File: src/rtl/slp_pkg.sv
// Types and constants for the serial link port.
package slp_pkg;

    localparam logic [1:0]  CMD_TICK  = 2'd0;
    localparam logic [1:0]  CMD_READ  = 2'd1;
    localparam logic [1:0]  CMD_WRITE = 2'd2;

    localparam logic [15:0] ADDR_DATA = 16'hFF01;
    localparam logic [15:0] ADDR_CTRL = 16'hFF02;

    localparam logic [7:0]  CTRL_READ_OR  = 8'h7E;
    localparam logic [7:0]  OPEN_BUS_READ = 8'hFF;
    localparam logic [3:0]  BITS_PER_BYTE = 4'd8;

    typedef struct packed {
        logic [1:0]  command;
        logic [15:0] address;
        logic [7:0]  write_data;
        logic [7:0]  tick_cycles;
    } t_slp_req;

    typedef struct packed {
        logic [7:0] read_data;
        logic       irq_request;
        logic       sent_valid;
        logic [7:0] sent_byte;
    } t_slp_rsp;

endpackage

File: src/rtl/slp_engine.sv
// Serial port register state and per-request next-state and response logic.
module slp_engine #(
    parameter int BIT_PERIOD = 512
) (
    input  logic              i_clk,
    input  logic              i_rst_n,
    input  logic              i_fire,
    input  slp_pkg::t_slp_req i_req,
    output slp_pkg::t_slp_rsp o_rsp
);
    import slp_pkg::*;

    localparam int TW = $clog2(BIT_PERIOD);
    localparam int SW = TW + 1;

    logic [7:0]    r_data,    n_data;
    logic [1:0]    r_ctrl,    n_ctrl;
    logic [3:0]    r_bits,    n_bits;
    logic [7:0]    r_latched, n_latched;
    logic [TW-1:0] r_timer,   n_timer;

    logic [SW-1:0] w_sum;
    logic [SW-1:0] w_wrap;

    assign w_sum  = {1'b0, r_timer} + SW'(i_req.tick_cycles);
    assign w_wrap = w_sum - SW'(BIT_PERIOD);

    always_comb begin
        n_data    = r_data;
        n_ctrl    = r_ctrl;
        n_bits    = r_bits;
        n_latched = r_latched;
        n_timer   = r_timer;
        o_rsp     = '0;
        case (i_req.command)
            CMD_TICK: begin
                if (r_bits != 4'd0 && r_ctrl == 2'b11) begin
                    n_timer = w_sum[TW-1:0];
                    if (w_sum >= SW'(BIT_PERIOD)) begin
                        n_timer = w_wrap[TW-1:0];
                        n_data  = {r_data[6:0], 1'b1};
                        n_bits  = r_bits - 4'd1;
                        if (r_bits == 4'd1) begin
                            // last bit: drop leftover cycles
                            n_ctrl[1]         = 1'b0;
                            n_timer           = '0;
                            o_rsp.irq_request = 1'b1;
                            o_rsp.sent_valid  = 1'b1;
                            o_rsp.sent_byte   = r_latched;
                        end
                    end
                end
            end
            CMD_READ: begin
                if (i_req.address == ADDR_DATA) begin
                    o_rsp.read_data = r_data;
                end else if (i_req.address == ADDR_CTRL) begin
                    o_rsp.read_data = {r_ctrl[1], 6'd0, r_ctrl[0]} | CTRL_READ_OR;
                end else begin
                    o_rsp.read_data = OPEN_BUS_READ;
                end
            end
            CMD_WRITE: begin
                if (i_req.address == ADDR_DATA) begin
                    n_data = i_req.write_data;
                end else if (i_req.address == ADDR_CTRL) begin
                    n_ctrl = {i_req.write_data[7], i_req.write_data[0]};
                    if (i_req.write_data[7]) begin
                        n_bits    = BITS_PER_BYTE;
                        n_latched = r_data;
                        n_timer   = '0;
                    end else begin
                        n_bits = 4'd0;
                    end
                end
            end
            default: begin
            end
        endcase
    end

    always_ff @(posedge i_clk) begin
        if (!i_rst_n) begin
            r_data    <= '0;
            r_ctrl    <= '0;
            r_bits    <= '0;
            r_latched <= '0;
            r_timer   <= '0;
        end else if (i_fire) begin
            r_data    <= n_data;
            r_ctrl    <= n_ctrl;
            r_bits    <= n_bits;
            r_latched <= n_latched;
            r_timer   <= n_timer;
        end
    end

endmodule

File: src/rtl/serial_link_port_core.sv
// Path: a request is held in the input register, then its response in the result reg.
// Throughput: one request per cycle; the single-pass engine between the two
// registers handles any request combinationally, so only output stalls hold it.
// Reset (synchronous, active low) clears the data, control, bit count, latched
// byte and bit timer, and empties both pipeline registers.
module serial_link_port_core #(
    parameter int BIT_PERIOD = 512
) (
    input  logic              i_clk,
    input  logic              i_rst_n,
    input  logic              i_req_valid,
    output logic              o_req_ready,
    input  slp_pkg::t_slp_req i_req,
    output logic              o_rsp_valid,
    input  logic              i_rsp_ready,
    output slp_pkg::t_slp_rsp o_rsp
);
    import slp_pkg::*;

    logic     r_in_valid;
    t_slp_req r_in_req;
    logic     r_out_valid;
    t_slp_rsp r_out_rsp;

    logic     w_out_free;
    logic     w_fire;
    t_slp_rsp w_rsp;

    assign w_out_free  = !r_out_valid || i_rsp_ready;
    assign w_fire      = r_in_valid && w_out_free;
    assign o_req_ready = !r_in_valid || w_out_free;
    assign o_rsp_valid = r_out_valid;
    assign o_rsp       = r_out_rsp;

    slp_engine #(
        .BIT_PERIOD(BIT_PERIOD)
    ) u_engine (
        .i_clk  (i_clk),
        .i_rst_n(i_rst_n),
        .i_fire (w_fire),
        .i_req  (r_in_req),
        .o_rsp  (w_rsp)
    );

    always_ff @(posedge i_clk) begin
        if (!i_rst_n) begin
            r_in_valid  <= 1'b0;
            r_out_valid <= 1'b0;
        end else begin
            if (o_req_ready) begin
                r_in_valid <= i_req_valid;
            end
            if (w_out_free) begin
                r_out_valid <= w_fire;
            end
        end
    end

    always_ff @(posedge i_clk) begin
        if (o_req_ready && i_req_valid) begin
            r_in_req <= i_req;
        end
        if (w_fire) begin
            r_out_rsp <= w_rsp;
        end
    end

endmodule

File: config.mk
export PLATFORM = sky130hd
export DESIGN_NAME = serial_link_port_core
export DESIGN_NICKNAME = d
export VERILOG_FILES = /design/src/rtl/slp_pkg.sv /design/src/rtl/slp_engine.sv /design/src/rtl/serial_link_port_core.sv
export SDC_FILE = /design/constraint.sdc
export NUM_CORES = 1
export LEC_CHECK = 0
export ABC_AREA = 1
export BUFFER_PORTS_ARGS = -buffer_cell sky130_fd_sc_hd__buf_2
export CAP_MARGIN = 20
export CELL_PAD_IN_SITES_DETAIL_PLACEMENT = 1
export CELL_PAD_IN_SITES_GLOBAL_PLACEMENT = 1
export CORE_MARGIN = 2
export CORE_UTILIZATION = 39
export DETAILED_ROUTE_END_ITERATION = 7
export GPL_ROUTABILITY_DRIVEN = 0
export GPL_TIMING_DRIVEN = 1
export PLACE_DENSITY = 0.8
export RECOVER_POWER = 25
export SLEW_MARGIN = 10
export SYNTH_ARGS = -nofsm -noshare
export SYNTH_HDL_FRONTEND = slang
export SYNTH_SLANG_ARGS = --single-unit
File: constraint.sdc
create_clock -name i_clk -period 1.8 [get_ports i_clk]
set_input_delay 0.27 -clock i_clk [delete_from_list [all_inputs] [get_ports i_clk]]
set_output_delay 0.27 -clock i_clk [all_outputs]
set_load 0.01 [all_outputs]
# Yosys cells after proc, flatten, opt, wreduce, memory -nomap -nowiden
# Cells that the tools add are included.
# op_classes
mux	26
n_reduce_logical	18
eq_ne	13
n_bitwise	1
magnitude_cmp	1
n_addsub	3
# op_table
operator	n
9-bit two-way mux	6
8-bit two-way mux	5
16-bit == test (second input constant)	2
4-bit two-way mux	5
9-bit one-hot mux with 2 select lines	1
8-bit one-hot mux with 2 select lines	1
6-bit AND reduction	2
9-bit by 8-bit adder with 10-bit output	1
10-bit greater-or-equal comparator (second input constant)	1
10-bit two-way mux	1
2-bit by 1-bit inequality test with 1-bit output (second input constant)	5
5-bit AND reduction	2
9-bit by 1-bit subtractor with 9-bit output (second input constant)	1
4-bit one-hot mux with 2 select lines	1
4-bit AND reduction	2
7-bit AND reduction	1
2-bit == test (second input constant)	2
4-bit by 1-bit == test with 1-bit output (second input constant)	1
2-bit two-way mux	2
2-bit inequality test (second input constant)	2
4-bit nonzero test	1
4-bit by 1-bit subtractor with 4-bit output (second input constant)	1
1-bit logical AND	3
1-bit two-way mux	3
8 further kinds	10
# word_totals
regBits	85
output_inout_bits	20
word_cells	78
input_bits	38

# Logic depth before layout (Yosys ltp)
# logic_depth
ltp_word	6
depth_mapped	12
depth_no_buf	12

# By module
# A second synthesis with hierarchy kept.
# unflattened
cells_unflattened	422
hier_area_um2	3839.9
# modules_own_cells
mod	cells_per_inst	seq_area_each_um2	n_inst	area_each_um2
slp_engine	357	620.6	1	2183.3
serial_link_port_core	65	1601.5	1	1656.6

# Least setup slack after synthesis
# Ideal clock, no wire load.
# synth_timing
kind	reg-to-reg
startpoint	reg r_in_req[0] (netlist bit)
endpoint	reg u_engine.r_timer[8]
stages_incl_launch_ff	12
required_time_ps	1730
path_buffers	0
setup_ps	70
arrival_ps	1614
path_slack_ps	116
period_less_slack_ps	1684
cell_sequence	edfxtp_1 > ha_1 > inv_1 > fa_1 > nand3b_1 > nand2_1 > nand3_1 > nand2_1 > nand2_1 > nand2_1 > nand3_1 > a21oi_1
# synth_via
elab_chain_cells	6
word_cells_on_any_way	7
classes_between	add/sub (2); order compare (1); mux (4)
# synth_lines
item	line	rtl
from (decl)	serial_link_port_core.sv:21	t_slp_req r_in_req;
from (signal assigned)	serial_link_port_core.sv:61	r_in_req <= i_req;
9-bit by 8-bit adder with 10-bit output *	slp_engine.sv:25	assign w_sum = {1'b0, r_timer} + SW'(i_req.tick_cycles);
9-bit by 1-bit subtractor with 9-bit output	slp_engine.sv:26	assign w_wrap = w_sum - SW'(BIT_PERIOD);
9-bit two-way mux	slp_engine.sv:43	if (r_bits == 4'd1) begin
9-bit two-way mux *	slp_engine.sv:39	if (w_sum >= SW'(BIT_PERIOD)) begin
9-bit two-way mux *	slp_engine.sv:37	if (r_bits != 4'd0 && r_ctrl == 2'b11) begin
9-bit one-hot mux with 2 select lines *	slp_engine.sv:35	case (i_req.command)
to (signal assigned)	slp_engine.sv:94	r_timer <= n_timer;
to (decl)	slp_engine.sv:20	logic [TW-1:0] r_timer, n_timer;
# Mark *: on every way between the ends. The rest lies on a longest branch, timed or not. The select of a mux whose other input is x is not followed.
# A chain may end at the register's enable or synchronous reset.

# Final worst setup path
# layout_timing
startpoint	reg r_in_req[2] (netlist bit)
endpoint	reg u_engine.r_data[1]
# layout_via
elab_chain_cells	4
# layout_lines
item	line	rtl
9-bit by 8-bit adder with 10-bit output	slp_engine.sv:25	
10-bit greater-or-equal comparator	slp_engine.sv:39	
2-bit by 1-bit inequality test with 1-bit output (no line)	n/a	
5-bit AND reduction (no line)	n/a	
to (signal assigned)	slp_engine.sv:90	r_data <= n_data;
to (decl)	slp_engine.sv:16	logic [7:0] r_data, n_data;
# No other way between the ends.

==> flow_metrics.py <==
metrics = {
    "sta": {
        "slew_violations": 0,
        "layout_setup_ws_ps": -108,
        "max_slew_margin_pct": 65.2,
        "timing.final.crit_share_pct": 106,
        "finalClockSkew_ps": 10.4,
        "setup_viol": 27,
        "min_period_ps": 1910,
        "worst_slew_pin_slew_ps": 522,
        "fmax_ghz": 0.524,
        "hold_violations": 0,
        "rsz0062_at_grt": "true",
    },
    "global_route": {
        "grt_max_degree": 35,
        "top_usage_layer": "met2",
        "first_global_vias": 3022,
        "use_met2_pct": 29.3,
        "grtUsageTotal_pct": 18.1,
        "globalRouteOverflowTotal": 0,
        "grt_pass1_wl_microns": 14500,
        "antenna_found_initial": 0,
        "grtUsageMet1_pct": 22.5,
        "grt_util_met3_pct": 4.95,
    },
    "floorplanning": {
        "rows": 36,
        "dieArea_sq_um": 10600,
        "dieHeight_microns": 103,
        "core_sq_um": 9640,
        "pin_count": 58,
        "die_w_microns": 103,
        "start_util_pct": 39.6,
    },
    "clock_network": {
        "hold_buffers": 0,
        "htree_levels": 3,
        "cts-root-buf": "clkbuf_8",
        "cts_tree": "yes",
        "clockBufferDepth": 2,
        "cts_buffers": 9,
        "cts_sinks": 84,
        "clock_latency_ps": 370,
        "clkSlewWorstSetupHoldPaths_ps": 90,
    },
    "power": {
        "leakagePower_uw": 0.00209,
        "power.density_nw_per_um2": 807,
        "peakVddDrop_uv": 519,
        "p_total_uw": 3970,
    },
    "finish": {
        "synthToLayoutAreaGrowth_pct": 28.9,
        "fillers": 1138,
        "diodes": 0,
        "finalNonFillerCells": 626,
        "nNetsFinal": 537,
        "final_util_pct": 51.0,
        "drive_gt1_share_pct": 35.7,
    },
    "yosys": {
        "synth_ff_type": "edfxtp_1",
        "yosys.area.top_type": "edfxtp_1",
        "synth_fp_nets": 448,
        "yosysMostFrequentCell": "nand2_1",
        "synthesis.area_sq_um": 3810,
        "ys_types": 36,
        "syn_inst": 399,
        "synth-edff-count": 51,
        "synth.yosys.seq_area_share_pct": 57.5,
        "synthTopCellsByArea": "edfxtp_1 (40%), dfxtp_1 (17%), nand2_1 (7.5%), inv_1 (5.3%), a21oi_1 (3.9%)",
        "yosysTopAreaCellShare_pct": 40.1,
        "ys_ff_latch": 84,
        "synth_top_cells_by_count": "nand2_1 (76), inv_1 (54), edfxtp_1 (51), nor2_1 (40), dfxtp_1 (33)",
        "avgSynthCellArea_sq_um": 9.56,
        "ys_warn_count": 0,
        "async_flop_share_pct": 0,
    },
    "worst_setup_path": {
        "cp-startpoint": "r_in_req[2]",
        "worst-path-max-fanout": 7,
        "r2r-start": "r_in_req[2]",
        "cp_data_required_time_ps": 2120,
        "worstPathArrival_ps": 2230,
        "crit_type": "flop to flop",
        "worstReg2RegEnd": "u_engine.r_data[1]",
        "cp-end-kind": "flop",
        "r2r_slack_ps": -110,
        "startpoint_type": "flop",
        "ff2ff_path_depth": 11,
        "worstSetupEndpoint": "u_engine.r_data[1]",
    },
    "placement": {
        "io_buffers": 57,
        "hpwl_microns": 6350,
        "placed_cells": 598,
    },
    "routing": {
        "wirelength_microns": 9790,
        "wl_per_cell_microns": 15.6,
        "first_pass_iters": 4,
        "ant_nets": 0,
        "viasPerCell": 4.93,
        "drt-initial-drc-count": 80,
        "via_count": 3088,
        "route.detailed.drc": 0,
    },
    "min_path": {
        "hp-class": "primary input to flop",
        "hp-start": "i_req[14]",
    },
    "run_status": {
        "run_status": "finished, violations left",
        "violations": "setup timing",
    },
    "job": {
        "max-cap-violations": 0,
    },
}
final cells by class:
type,count,area [sq um],share of cell area (%)
inverters,58,218,4.43
repair buffers,84,529,10.8
flip-flops and latches,84,2190,44.6
clock buffers,9,124,2.52
well taps,133,166,3.39
clock inverters,7,78.8,1.60
multi-input cells,251,1610,32.7
metal layers:
| layer | wire length (microns) | up-vias |
|---|---|---|
| met5 | 0 | - |
| met4 | 242 | 0 |
| met3 | 449 | 25 |
| met2 | 5020 | 82 |
| met1 | 4080 | 1485 |
| li1 | - | 1496 |
metrics by stage:
stage	setup TNS, ps	hold WS [ps]	instance area, sq um	worst slack, ps
after detailed placement	-560	449	4360	-75.3
final	-1210	62.4	4920	-108
after floorplan	0	369	3810	116
after global placement	-7.65	442	4360	-7.65
after CTS	-55.6	53.1	4680	-22.8
after global routing	-3870	43.7	4920	-185
worst min-delay path by stage:
stage,endpoint,slack [ps],depth (start not counted)
after floorplan,r_in_req[0],370,0
after global routing,r_in_req[29],40,1
final,r_in_req[14],60,1
after global placement,u_engine.r_latched[7],440,2
after CTS,r_in_req[14],50,1
after detailed placement,r_in_req[14],450,1
cells in the final DEF (no fill, tap or decap), types with 7 or more instances in the layout:
| cell type | synthesis | layout |
|---|---|---|
| a21oi_1 | 30 | 27 |
| buf_2 | 2 | 57 |
| buf_4 | 2 | 23 |
| clkbuf_8 | 0 | 9 |
| dfxtp_1 | 33 | 31 |
| edfxtp_1 | 51 | 51 |
| inv_1 | 54 | 51 |
| inv_2 | 4 | 7 |
| nand2_1 | 76 | 65 |
| nand2_2 | 8 | 18 |
| nand3_1 | 25 | 16 |
| nand3_2 | 3 | 9 |
| nor2_1 | 40 | 33 |
| nor2_2 | 6 | 12 |
| o21ai_0 | 24 | 23 |
power breakdown:
| group | total, uW | switching, uW | internal (uW) |
|---|---|---|---|
| clock network | 1420 | 756 | 661 |
| logic | 400 | 237 | 162 |
| registers | 2150 | 34.0 | 2120 |
| total | 3970 | 1030 | 2940 |
flip-flops by register name (all words and copies together), names as in the netlist:
signal / count
u_engine.r_latched: 8
u_engine.r_timer: 9
r_in_req: 34
u_engine.r_data: 8
u_engine.r_ctrl: 2
u_engine.r_bits: 4
r_in_valid: 1
o_rsp_valid: 1
o_rsp: 17
cell families (layout without fill, tap and decap cells):
family          Yosys count  after routing  share of synthesized area, %
compound gates           63             64                          9.28
xor+xnor                  5              5                          1.15
fa+ha+maj                11             11                          3.80
buf+inv                  66            158                          7.05
flops                    84             84                          57.5
simple gates            170            171                          21.3
worst max-delay path: stages, from the launching register on:
cell	delay, ps
edfxtp_1	440
ha_4	310
buf_6	100
nand2_2	60
nor2_2	120
nand3_2	150
nand4_4	180
buf_12	140
nand3_4	130
nand2_1	100
nand2_1	50
nor2_1	80
what timing repair did:
action	in CTS	in global routing
resized for setup	15	38
gates cloned	1	1
pin swaps	11	20
setup endpoints to repair	25	38
setup buffers	1	9
Power figures use the tool's default switching activity.
